**src/hw/rtl/itf_pkg.sv**
```systemverilog
// Shared types, constants and helper functions of the integer text formatter.
`timescale 1ns / 1ps

package itf_pkg;

    localparam int MAX_DIGITS  = 32;
    localparam int MAX_FIELD   = 48;
    localparam int DIG_IDX_W   = $clog2(MAX_DIGITS);
    localparam int CNT_W       = $clog2(MAX_DIGITS + 1);
    localparam int LEN_W       = $clog2(MAX_DIGITS + MAX_FIELD + 2);
    localparam int RADIX_MIN   = 2;
    localparam int RADIX_MAX   = 36;

    // command queue, depth must be a power of two
    localparam int QUEUE_DEPTH = 2;
    localparam int QPTR_W      = $clog2(QUEUE_DEPTH);
    localparam int QCNT_W      = $clog2(QUEUE_DEPTH + 1);

    localparam logic [1:0] SGN_NONE  = 2'd0;
    localparam logic [1:0] SGN_MINUS = 2'd1;
    localparam logic [1:0] SGN_PLUS  = 2'd2;
    localparam logic [1:0] SGN_SPACE = 2'd3;

    localparam logic [7:0] CH_SPACE = 8'h20;
    localparam logic [7:0] CH_PLUS  = 8'h2B;
    localparam logic [7:0] CH_MINUS = 8'h2D;
    localparam logic [7:0] CH_ZERO  = 8'h30;
    localparam logic [7:0] CH_UA    = 8'h41;
    localparam logic [7:0] CH_LA    = 8'h61;

    typedef struct packed {
        logic [31:0] mag;
        logic [5:0]  radix;
        logic [5:0]  width;
        logic [5:0]  prec;
        logic [1:0]  sign;
        logic        left_j;
        logic        zpad;
        logic        upper;
    } t_cmd;

    typedef struct packed {
        logic full;
        logic empty;
    } t_q_stat;

    // floor(2^32 / radix), used for the quotient estimate
    function automatic logic [31:0] radix_recip(input logic [5:0] radix);
        logic [31:0] r;
        unique case (radix)
            6'd2:  r = 32'h8000_0000;
            6'd3:  r = 32'(64'h1_0000_0000 / 3);
            6'd4:  r = 32'(64'h1_0000_0000 / 4);
            6'd5:  r = 32'(64'h1_0000_0000 / 5);
            6'd6:  r = 32'(64'h1_0000_0000 / 6);
            6'd7:  r = 32'(64'h1_0000_0000 / 7);
            6'd8:  r = 32'(64'h1_0000_0000 / 8);
            6'd9:  r = 32'(64'h1_0000_0000 / 9);
            6'd10: r = 32'(64'h1_0000_0000 / 10);
            6'd11: r = 32'(64'h1_0000_0000 / 11);
            6'd12: r = 32'(64'h1_0000_0000 / 12);
            6'd13: r = 32'(64'h1_0000_0000 / 13);
            6'd14: r = 32'(64'h1_0000_0000 / 14);
            6'd15: r = 32'(64'h1_0000_0000 / 15);
            6'd16: r = 32'(64'h1_0000_0000 / 16);
            6'd17: r = 32'(64'h1_0000_0000 / 17);
            6'd18: r = 32'(64'h1_0000_0000 / 18);
            6'd19: r = 32'(64'h1_0000_0000 / 19);
            6'd20: r = 32'(64'h1_0000_0000 / 20);
            6'd21: r = 32'(64'h1_0000_0000 / 21);
            6'd22: r = 32'(64'h1_0000_0000 / 22);
            6'd23: r = 32'(64'h1_0000_0000 / 23);
            6'd24: r = 32'(64'h1_0000_0000 / 24);
            6'd25: r = 32'(64'h1_0000_0000 / 25);
            6'd26: r = 32'(64'h1_0000_0000 / 26);
            6'd27: r = 32'(64'h1_0000_0000 / 27);
            6'd28: r = 32'(64'h1_0000_0000 / 28);
            6'd29: r = 32'(64'h1_0000_0000 / 29);
            6'd30: r = 32'(64'h1_0000_0000 / 30);
            6'd31: r = 32'(64'h1_0000_0000 / 31);
            6'd32: r = 32'(64'h1_0000_0000 / 32);
            6'd33: r = 32'(64'h1_0000_0000 / 33);
            6'd34: r = 32'(64'h1_0000_0000 / 34);
            6'd35: r = 32'(64'h1_0000_0000 / 35);
            6'd36: r = 32'(64'h1_0000_0000 / 36);
            default: r = 32'h0;
        endcase
        return r;
    endfunction

    function automatic logic [7:0] digit_char(input logic [5:0] d, input logic upper);
        logic [7:0] c;
        if (d < 6'd10) begin
            c = CH_ZERO + {2'b00, d};
        end else begin
            c = (upper ? CH_UA : CH_LA) + {2'b00, d} - 8'd10;
        end
        return c;
    endfunction

    function automatic logic [7:0] sign_char(input logic [1:0] sign);
        logic [7:0] c;
        unique case (sign)
            SGN_MINUS: c = CH_MINUS;
            SGN_PLUS:  c = CH_PLUS;
            SGN_SPACE: c = CH_SPACE;
            default:   c = CH_SPACE;
        endcase
        return c;
    endfunction

endpackage

```
**src/hw/rtl/integer_text_formatter_core.sv**
```systemverilog
// Top level of the integer text formatter: input stage, command queue, conversion engine.
//
//  channel   dir  data bits               side band
//  s_axis    in   56 (value .. upper_case) tuser = is_signed
//  m_axis    out  8  (text_char)           tlast = last_char
//
// Each value is loaded, then each digit takes a 32x32 reciprocal
// multiply followed by a correcting subtract, then a setup step, then
// one character per cycle while the output is not stalled.
// Synchronous active-low reset empties the queue and idles the engine.
// The input stalls only when the two-entry queue is full; the output
// register holds a character until it is taken.
`timescale 1ns / 1ps

module integer_text_formatter_core (
    input  logic        i_clk,
    input  logic        i_rst_n,
    input  logic        s_axis_tvalid,
    output logic        s_axis_tready,
    input  logic [55:0] s_axis_tdata,  // value[31:0], radix[37:32], total_width[43:38],
                                       // min_digits[49:44], left_justify[50], zero_pad[51],
                                       // force_plus[52], space_sign[53], upper_case[54]
    input  logic        s_axis_tuser,  // is_signed
    output logic        m_axis_tvalid,
    input  logic        m_axis_tready,
    output logic [7:0]  m_axis_tdata,  // text_char
    output logic        m_axis_tlast   // last_char
);
    import itf_pkg::*;

    t_cmd    w_push_cmd;
    t_cmd    w_pop_cmd;
    t_q_stat w_q_stat;
    logic    w_push;
    logic    w_pop;
    logic    w_busy;

    itf_front u_front (
        .s_axis_tvalid (s_axis_tvalid),
        .s_axis_tready (s_axis_tready),
        .s_axis_tdata  (s_axis_tdata),
        .s_axis_tuser  (s_axis_tuser),
        .i_q_stat      (w_q_stat),
        .o_push        (w_push),
        .o_cmd         (w_push_cmd)
    );

    itf_queue u_queue (
        .i_clk   (i_clk),
        .i_rst_n (i_rst_n),
        .i_push  (w_push),
        .i_cmd   (w_push_cmd),
        .i_pop   (w_pop),
        .o_cmd   (w_pop_cmd),
        .o_stat  (w_q_stat)
    );

    itf_back u_back (
        .i_clk         (i_clk),
        .i_rst_n       (i_rst_n),
        .i_cmd         (w_pop_cmd),
        .i_cmd_valid   (!w_q_stat.empty),
        .o_pop         (w_pop),
        .o_busy        (w_busy),
        .m_axis_tvalid (m_axis_tvalid),
        .m_axis_tready (m_axis_tready),
        .m_axis_tdata  (m_axis_tdata),
        .m_axis_tlast  (m_axis_tlast)
    );

`ifndef SYNTHESIS
    a_push_not_full: assert property (@(posedge i_clk) disable iff (!i_rst_n)
        w_push |-> !w_q_stat.full)
        else $error("push into full queue");

    a_pop_not_empty: assert property (@(posedge i_clk) disable iff (!i_rst_n)
        w_pop |-> !w_q_stat.empty)
        else $error("pop from empty queue");

    a_pop_starts_engine: assert property (@(posedge i_clk) disable iff (!i_rst_n)
        w_pop |=> w_busy)
        else $error("engine did not start after pop");

    a_pop_only_idle: assert property (@(posedge i_clk) disable iff (!i_rst_n)
        w_pop |-> !w_busy)
        else $error("pop while engine busy");
`endif

endmodule

```
**src/hw/rtl/itf_front.sv**
```systemverilog
// Input stage: unpacks a transfer, checks the radix, saturates limits, splits sign and magnitude.
`timescale 1ns / 1ps

module itf_front (
    input  logic                 s_axis_tvalid,
    output logic                 s_axis_tready,
    input  logic [55:0]          s_axis_tdata,  // value, radix, total_width, min_digits,
                                                // left_justify, zero_pad, force_plus,
                                                // space_sign, upper_case, zero fill
    input  logic                 s_axis_tuser,  // is_signed
    input  itf_pkg::t_q_stat     i_q_stat,
    output logic                 o_push,
    output itf_pkg::t_cmd        o_cmd
);
    import itf_pkg::*;

    logic [31:0] w_value;
    logic [5:0]  w_radix;
    logic [5:0]  w_width;
    logic [5:0]  w_prec;
    logic        w_neg;
    logic        w_radix_ok;

    assign w_value = s_axis_tdata[31:0];
    assign w_radix = s_axis_tdata[37:32];
    assign w_width = s_axis_tdata[43:38];
    assign w_prec  = s_axis_tdata[49:44];
    assign w_neg   = s_axis_tuser & w_value[31];

    assign w_radix_ok = (w_radix >= 6'(RADIX_MIN)) && (w_radix <= 6'(RADIX_MAX));

    assign s_axis_tready = !i_q_stat.full;
    // bad radix: transfer is taken and dropped
    assign o_push = s_axis_tvalid && !i_q_stat.full && w_radix_ok;

    always_comb begin
        o_cmd.mag    = w_neg ? (32'd0 - w_value) : w_value;
        o_cmd.radix  = w_radix;
        o_cmd.width  = (w_width > 6'(MAX_FIELD)) ? 6'(MAX_FIELD) : w_width;
        o_cmd.prec   = (w_prec > 6'(MAX_FIELD - 1)) ? 6'(MAX_FIELD - 1) : w_prec;
        o_cmd.left_j = s_axis_tdata[50];
        o_cmd.zpad   = s_axis_tdata[51];
        o_cmd.upper  = s_axis_tdata[54];
        priority if (w_neg) begin
            o_cmd.sign = SGN_MINUS;
        end else if (s_axis_tuser && s_axis_tdata[52]) begin
            o_cmd.sign = SGN_PLUS;
        end else if (s_axis_tuser && s_axis_tdata[53]) begin
            o_cmd.sign = SGN_SPACE;
        end else begin
            o_cmd.sign = SGN_NONE;
        end
    end

endmodule

```
**src/hw/rtl/itf_queue.sv**
```systemverilog
// Short command queue between the input stage and the conversion engine.
`timescale 1ns / 1ps

module itf_queue (
    input  logic                 i_clk,
    input  logic                 i_rst_n,
    input  logic                 i_push,
    input  itf_pkg::t_cmd        i_cmd,
    input  logic                 i_pop,
    output itf_pkg::t_cmd        o_cmd,
    output itf_pkg::t_q_stat     o_stat
);
    import itf_pkg::*;

    t_cmd              r_mem [QUEUE_DEPTH];
    logic [QPTR_W-1:0] r_wr_ptr;
    logic [QPTR_W-1:0] r_rd_ptr;
    logic [QCNT_W-1:0] r_count;

    assign o_cmd        = r_mem[r_rd_ptr];
    assign o_stat.full  = (r_count == QCNT_W'(QUEUE_DEPTH));
    assign o_stat.empty = (r_count == '0);

    always_ff @(posedge i_clk) begin
        if (!i_rst_n) begin
            r_wr_ptr <= '0;
            r_rd_ptr <= '0;
            r_count  <= '0;
        end else begin
            if (i_push) begin
                r_wr_ptr <= r_wr_ptr + 1'b1;
            end
            if (i_pop) begin
                r_rd_ptr <= r_rd_ptr + 1'b1;
            end
            if (i_push && !i_pop) begin
                r_count <= r_count + 1'b1;
            end else if (!i_push && i_pop) begin
                r_count <= r_count - 1'b1;
            end
        end
    end

    always_ff @(posedge i_clk) begin
        if (i_push) begin
            r_mem[r_wr_ptr] <= i_cmd;
        end
    end

endmodule

```
**src/hw/rtl/itf_back.sv**
```systemverilog
// Conversion engine: digit extraction by reciprocal multiply, then character emission.
`timescale 1ns / 1ps

module itf_back (
    input  logic                 i_clk,
    input  logic                 i_rst_n,
    input  itf_pkg::t_cmd        i_cmd,
    input  logic                 i_cmd_valid,
    output logic                 o_pop,
    output logic                 o_busy,
    output logic                 m_axis_tvalid,
    input  logic                 m_axis_tready,
    output logic [7:0]           m_axis_tdata,  // text_char
    output logic                 m_axis_tlast   // last_char
);
    import itf_pkg::*;

    localparam logic [2:0] S_IDLE  = 3'd0;
    localparam logic [2:0] S_MUL   = 3'd1;
    localparam logic [2:0] S_DIV   = 3'd2;
    localparam logic [2:0] S_SETUP = 3'd3;
    localparam logic [2:0] S_EMIT  = 3'd4;

    logic [2:0]           r_state, n_state;
    logic [31:0]          r_q, n_q;
    logic [31:0]          r_recip, n_recip;
    logic [31:0]          r_qest, n_qest;
    logic [5:0]           r_radix, n_radix;
    logic [5:0]           r_width, n_width;
    logic [5:0]           r_prec, n_prec;
    logic [1:0]           r_sign, n_sign;
    logic                 r_left_j, n_left_j;
    logic                 r_zpad, n_zpad;
    logic                 r_upper, n_upper;
    logic [CNT_W-1:0]     r_cnt, n_cnt;
    logic [CNT_W-1:0]     r_dleft, n_dleft;
    logic [LEN_W-1:0]     r_lead, n_lead;
    logic [LEN_W-1:0]     r_zero, n_zero;
    logic [LEN_W-1:0]     r_left, n_left;
    logic [DIG_IDX_W-1:0] r_rd_addr, n_rd_addr;
    logic [5:0]           r_rd_data;
    logic [5:0]           r_dig_mem [MAX_DIGITS];
    logic                 r_mvalid, n_mvalid;
    logic [7:0]           r_mdata, n_mdata;
    logic                 r_mlast, n_mlast;

    logic [63:0]          w_prod;
    logic [31:0]          w_qb;
    logic [31:0]          w_rem;
    logic [31:0]          w_rem_c;
    logic                 w_corr;
    logic [5:0]           w_digit;
    logic [31:0]          w_q_new;
    logic [LEN_W-1:0]     w_body;
    logic [LEN_W-1:0]     w_used;
    logic [LEN_W-1:0]     w_pad;
    logic                 w_emit;
    logic [7:0]           w_char;

    assign w_prod  = {32'd0, r_q} * {32'd0, r_recip};
    assign w_qb    = r_qest * {26'd0, r_radix};
    assign w_rem   = r_q - w_qb;
    assign w_rem_c = w_rem - {26'd0, r_radix};
    // estimate is at most one low
    assign w_corr  = (w_rem >= {26'd0, r_radix});
    assign w_digit = w_corr ? w_rem_c[5:0] : w_rem[5:0];
    assign w_q_new = r_qest + {31'd0, w_corr};

    assign w_body = (LEN_W'(r_cnt) > LEN_W'(r_prec)) ? LEN_W'(r_cnt) : LEN_W'(r_prec);
    assign w_used = w_body + LEN_W'(r_sign != SGN_NONE);
    assign w_pad  = (LEN_W'(r_width) > w_used) ? (LEN_W'(r_width) - w_used) : '0;

    assign w_emit = (r_state == S_EMIT) && (!r_mvalid || m_axis_tready);

    assign o_pop         = (r_state == S_IDLE) && i_cmd_valid;
    assign o_busy        = (r_state != S_IDLE);
    assign m_axis_tvalid = r_mvalid;
    assign m_axis_tdata  = r_mdata;
    assign m_axis_tlast  = r_mlast;

    always_comb begin
        n_state   = r_state;
        n_q       = r_q;
        n_recip   = r_recip;
        n_qest    = r_qest;
        n_radix   = r_radix;
        n_width   = r_width;
        n_prec    = r_prec;
        n_sign    = r_sign;
        n_left_j  = r_left_j;
        n_zpad    = r_zpad;
        n_upper   = r_upper;
        n_cnt     = r_cnt;
        n_dleft   = r_dleft;
        n_lead    = r_lead;
        n_zero    = r_zero;
        n_left    = r_left;
        n_rd_addr = r_rd_addr;
        n_mvalid  = r_mvalid;
        n_mdata   = r_mdata;
        n_mlast   = r_mlast;
        w_char    = CH_SPACE;

        if (r_mvalid && m_axis_tready) begin
            n_mvalid = 1'b0;
        end

        unique case (r_state)
            S_IDLE: begin
                if (i_cmd_valid) begin
                    n_q      = i_cmd.mag;
                    n_recip  = radix_recip(i_cmd.radix);
                    n_radix  = i_cmd.radix;
                    n_width  = i_cmd.width;
                    n_prec   = i_cmd.prec;
                    n_sign   = i_cmd.sign;
                    n_left_j = i_cmd.left_j;
                    n_zpad   = i_cmd.zpad;
                    n_upper  = i_cmd.upper;
                    n_cnt    = '0;
                    n_state  = S_MUL;
                end
            end
            S_MUL: begin
                n_qest  = w_prod[63:32];
                n_state = S_DIV;
            end
            S_DIV: begin
                n_q   = w_q_new;
                n_cnt = r_cnt + 1'b1;
                if ((w_q_new == 32'd0) || (r_cnt == CNT_W'(MAX_DIGITS - 1))) begin
                    n_state = S_SETUP;
                end else begin
                    n_state = S_MUL;
                end
            end
            S_SETUP: begin
                n_rd_addr = DIG_IDX_W'(r_cnt - 1'b1);
                n_dleft   = r_cnt;
                n_lead    = (!r_left_j && !r_zpad) ? w_pad : '0;
                n_zero    = ((!r_left_j && r_zpad) ? w_pad : '0) + w_body - LEN_W'(r_cnt);
                n_left    = w_used + w_pad;
                n_state   = S_EMIT;
            end
            S_EMIT: begin
                if (w_emit) begin
                    priority if (r_lead != '0) begin
                        w_char = CH_SPACE;
                        n_lead = r_lead - 1'b1;
                    end else if (r_sign != SGN_NONE) begin
                        w_char = sign_char(r_sign);
                        n_sign = SGN_NONE;
                    end else if (r_zero != '0) begin
                        w_char = CH_ZERO;
                        n_zero = r_zero - 1'b1;
                    end else if (r_dleft != '0) begin
                        w_char    = digit_char(r_rd_data, r_upper);
                        n_dleft   = r_dleft - 1'b1;
                        n_rd_addr = r_rd_addr - 1'b1;
                    end else begin
                        w_char = CH_SPACE;
                    end
                    n_mvalid = 1'b1;
                    n_mdata  = w_char;
                    n_mlast  = (r_left == LEN_W'(1));
                    n_left   = r_left - 1'b1;
                    if (r_left == LEN_W'(1)) begin
                        n_state = S_IDLE;
                    end
                end
            end
            default: begin
                n_state = S_IDLE;
            end
        endcase
    end

    always_ff @(posedge i_clk) begin
        if (!i_rst_n) begin
            r_state  <= S_IDLE;
            r_mvalid <= 1'b0;
        end else begin
            r_state  <= n_state;
            r_mvalid <= n_mvalid;
        end
    end

    always_ff @(posedge i_clk) begin
        r_q       <= n_q;
        r_recip   <= n_recip;
        r_qest    <= n_qest;
        r_radix   <= n_radix;
        r_width   <= n_width;
        r_prec    <= n_prec;
        r_sign    <= n_sign;
        r_left_j  <= n_left_j;
        r_zpad    <= n_zpad;
        r_upper   <= n_upper;
        r_cnt     <= n_cnt;
        r_dleft   <= n_dleft;
        r_lead    <= n_lead;
        r_zero    <= n_zero;
        r_left    <= n_left;
        r_rd_addr <= n_rd_addr;
        r_mdata   <= n_mdata;
        r_mlast   <= n_mlast;
    end

    // digit store, least significant digit first
    always_ff @(posedge i_clk) begin
        if (r_state == S_DIV) begin
            r_dig_mem[r_cnt[DIG_IDX_W-1:0]] <= w_digit;
        end
        r_rd_data <= r_dig_mem[n_rd_addr];
    end

endmodule
```
**config.mk**
```make
export PLATFORM = sky130hd
export DESIGN_NAME = integer_text_formatter_core
export DESIGN_NICKNAME = d
export VERILOG_FILES = /design/src/hw/rtl/itf_pkg.sv /design/src/hw/rtl/integer_text_formatter_core.sv /design/src/hw/rtl/itf_front.sv /design/src/hw/rtl/itf_queue.sv /design/src/hw/rtl/itf_back.sv
export SDC_FILE = /design/constraint.sdc
export NUM_CORES = 2
export LEC_CHECK = 0
export BUFFER_PORTS_ARGS = -buffer_cell sky130_fd_sc_hd__buf_2
export CORE_MARGIN = 10
export CORE_UTILIZATION = 35
export CTS_BUF_LIST = sky130_fd_sc_hd__clkbuf_4 sky130_fd_sc_hd__clkbuf_8
export DETAILED_ROUTE_END_ITERATION = 8
export GPL_TIMING_DRIVEN = 1
export PLACE_DENSITY = 0.53
export SYNTH_ARGS = -nofsm -noshare
export SYNTH_HDL_FRONTEND = slang
export SYNTH_SLANG_ARGS = --single-unit
```
**constraint.sdc**
```tcl
create_clock -name i_clk -period 9 [get_ports i_clk]
set_clock_uncertainty 0.1 [all_clocks]
set_input_delay 0.45 -clock i_clk [delete_from_list [all_inputs] [get_ports i_clk]]
set_output_delay 0.45 -clock i_clk [all_outputs]
set_load 0.01 [all_outputs]
```
==> results.md <==
- Syn Std Cell Area: 61,500 µm²
- CTS tree: yes
- Multi-input logic area: 41,400 µm²
- Initial Util: 35.3%
- Core area: 174,000 µm²
- Placed cells: 8,605
- Synth async-reset ratio: 0%
- Final Hold Fails: 0
- Clock Pin Slew Worst Setup and Hold Paths: 0.05 ns
- Syn-to-layout area delta: 10.4%
- Non-filler instance count after layout: 8,834
- R2R setup slack: 0.43 ns
- CTS H-tree depth: 3
- Antenna-violating nets left: 0
- Routed WL: 167 mm
- Worst r2r src: u_back.r_radix[1]$_DFFE_PP_
- Synthesized area per cell: 9.66 µm²
- Ys Warns: 0
- CTS sink count: 483
- Detailed-route DRC error count: 0
- CTS buffer count: 82
- Post-synthesis register bit count: 483
- Cells after Synth: 6,361
- HP Class: in -> reg
- Slowest stage delay, CP: 0.58 ns
- CP Launch Type: register
- Yosys cell types: 93
- First-pass GRT wire length: 269 mm
- Max-cap check violation count: 0
- Worst hold stages: 2
- Worst-skew pair later-pin latency: 0.76 ns
- R2r worst-path depth: 32
- Worst Path Arrival: 9.09 ns
- Hold worst-path end: u_queue.r_mem[1][41]$_DFFE_PP_
- Outcome: finished, final reports clean
- FP Rows: 153
- Initial DRC count: 2,726
- Die Area: 193,000 µm²
- Final Cell Area: 67,800 µm²
- Die width: 439 µm
- Initial antenna violation count: 4
- Top_reg_cell synth: edfxtp_1
- DR vias: 44,000
- Slew HR: 23.0%
- Slowest CP cell: edfxtp_1
- Post-Syn Nets: 7,838
- Pin count of the biggest net entering global routing: 85
- Sequential fraction of the synthesis area: 23.3%
- GRT overflow: 0
- Clk root buf: clkbuf_8
- Share of layout cells above drive strength 1: 7.47%
- CP Capture Type: register
- GPL Wtd Cong: 0.869
- Drt wl/cell: 18.9 µm
- Fmax: 117 MHz
- Number of synthesized flops with an enable pin: 463
- Final nets: 7,921
- CP required: 9.52 ns
- Final worst-path cycle share: 95.2%
- Tmin final: 8.57 ns
- TritonRoute pass-1 iters: 6
- Setup CP Type: reg -> reg
- Util after Layout: 38.9%
- Die Y: 439 µm
- Slew @ Worst Pin: 1.16 ns
- Fillers: 17,500
- End of the worst register-to-register path: u_back.r_state[1]$_SDFFE_PN0P_
- Vias per cell: 4.98
- Worst-path fanout max: 10
- I/O pin total: 72
- Fin Setup TNS: 0 ns
- Post-detail-place hpwl: 130 mm
- Total track usage: 17.6%
- Clock tree buffer depth: 3
- Vias in the first global route: 47,500
- Pins Over Slew Limit: 0
- Area post-placement: 65,200 µm²
- Sequential standard cell area: 14,300 µm²
- Final Setup Violations: 0
- HP Start: s_axis_tdata[18]
- Port Buffers: 70
metal layers:
layer / track usage, % / vias up / routed length [µm] / share of wire, %
met1: 23.5 / 22700 / 73700 / 44
li1: - / 20000 / - / -
met5: 0 / - / 0 / 0
met3: 2.14 / 217 / 8330 / 5.0
met2: 30.2 / 1076 / 81300 / 49
met4: 4.44 / 0 / 3910 / 2.3
layout by cell type, fill, tap and decap left out, types with 17 or more instances in the layout:
cell,netlist,routed
a211oi_1,53,52
a21o_1,42,42
a21oi_1,189,185
a22oi_1,28,28
a31oi_1,22,21
and2_1,324,322
and3_1,22,22
buf_12,0,40
buf_2,17,70
buf_4,3,167
clkbuf_4,0,27
clkbuf_8,0,88
dfxtp_1,20,19
dlygate4sd3_1,0,56
edfxtp_1,463,463
fa_1,1041,1041
ha_1,375,373
inv_1,1215,1214
mux2_2,20,20
mux2i_1,88,84
nand2_1,1166,1164
nand2b_1,22,22
nand3_1,75,75
nand4_1,50,50
nor2_1,173,173
nor2b_1,18,17
nor3_1,49,48
nor4_1,21,19
o211ai_1,24,24
o21a_1,23,23
o21ai_0,145,144
or3_1,20,20
xnor2_1,98,98
xor2_1,75,74
registers in the layout, summed over array words and instances, names as in the netlist, 3 cells and up, named ones only:
signal	cells
u_back.r_dig_mem	192
u_queue.r_mem	110
u_back.r_q	32
u_back.r_qest	32
u_back.r_recip	32
u_back.m_axis_tdata	8
u_back.r_lead	7
u_back.r_left	7
u_back.r_zero	7
u_back.r_cnt	6
u_back.r_dleft	6
u_back.r_prec	6
u_back.r_radix	6
u_back.r_rd_data	6
u_back.r_width	6
u_back.r_rd_addr	5
u_back.r_state	3
final cells by class:
| class | instances | area share (%) |
|---|---|---|
| clock buffers | 114 | 2.06 |
| well taps | 2325 | 4.29 |
| flip-flops and latches | 483 | 21.1 |
| inverters | 1218 | 6.75 |
| multi-input cells | 4321 | 61.0 |
| repair buffers | 338 | 4.46 |
| diodes | 2 | 0.00738 |
| clock inverters | 33 | 0.349 |
synth_stat cells, types with 10 or more instances:
cell      count  area share, %
o21ai_0     145            1.2
o211ai_1     24           0.29
a31oi_1      22           0.22
mux2i_1      88            1.4
nand4_1      50           0.51
buf_1        13          0.079
or3_1        20           0.20
buf_2        17           0.14
mux2_2       20           0.37
a22oi_1      28           0.34
nand2b_1     22           0.22
a211oi_1     53           0.65
nor2_1      173            1.1
o22ai_1      14           0.14
nor4_1       21           0.21
fa_1       1041             34
xnor2_1      98            1.4
xor2_1       75            1.1
o21bai_1     10           0.12
nand2_1    1166            7.1
edfxtp_1    463             23
and3_1       22           0.22
o31ai_1      10           0.12
and2_1      324            3.3
dfxtp_1      20           0.65
nand3_1      75           0.61
o21a_1       23           0.28
a21o_1       42           0.51
ha_1        375            7.6
inv_1      1215            7.4
nor3_1       49           0.40
nor2b_1      18           0.18
clkbuf_1    301            1.8
a21oi_1     189            1.5
how the worst max path moves through the flow:
stage                                          end  slack [ns]                         from  cells past startpoint
floorplan           u_back.r_state[1]$_SDFFE_PN0P_        1.12  u_back.r_radix[3]$_DFFE_PP_                     32
finish              u_back.r_state[1]$_SDFFE_PN0P_        0.43  u_back.r_radix[1]$_DFFE_PP_                     32
global placement       u_back.r_qest[30]$_DFFE_PP_        0.24      u_back.r_q[5]$_DFFE_PP_                     28
detailed placement     u_back.r_qest[30]$_DFFE_PP_        0.28      u_back.r_q[5]$_DFFE_PP_                     28
global route        u_back.r_state[1]$_SDFFE_PN0P_       -0.03  u_back.r_radix[1]$_DFFE_PP_                     31
CTS                    u_back.r_qest[30]$_DFFE_PP_        0.20  u_back.r_recip[8]$_DFFE_PP_                     28
worst max-delay path: cells and delay by family (launching register included):
family                     cells  cell delay [ns]
adders and majority gates      6             2.64
buffers and inverters          6             0.55
DFF                            1             0.58
AOI/OAI and AO/OA              6             1.43
and+or+nand+nor               14             3.15
through the flow:
stage	hold WS (ns)	setup slack, ns
CTS	0.0309	0.203
global route	0.0796	-0.0280
floorplan	0.391	1.12
detailed placement	0.431	0.278
finish	0.126	0.431
global placement	0.409	0.239
repair_timing:
| action | CTS | global route |
|---|---|---|
| endpoints found under the hold margin | 112 | 0 |
| hold buffers | 56 | 0 |
| gates resized for setup | 0 | 18 |
| buffers inserted | 0 | 24 |
| endpoints found under the setup margin | 0 | 8 |
cell families (layout without fill, tap and decap cells):
group	Yosys count	in the layout	share of synthesized area [%]
and+or+nand+nor	1984	1984	14.7
buffers and inverters	1557	1703	9.64
adders and majority gates	1416	1416	41.5
AOI/OAI and AO/OA	638	638	6.53
DFF	483	483	23.3
xor gates and xnor gates	174	174	2.50
muxes	109	109	1.82
other	0	2	0
Power is not shown: default switching activity piles up to over one toggle a cycle in this logic, so the estimate is an artifact.
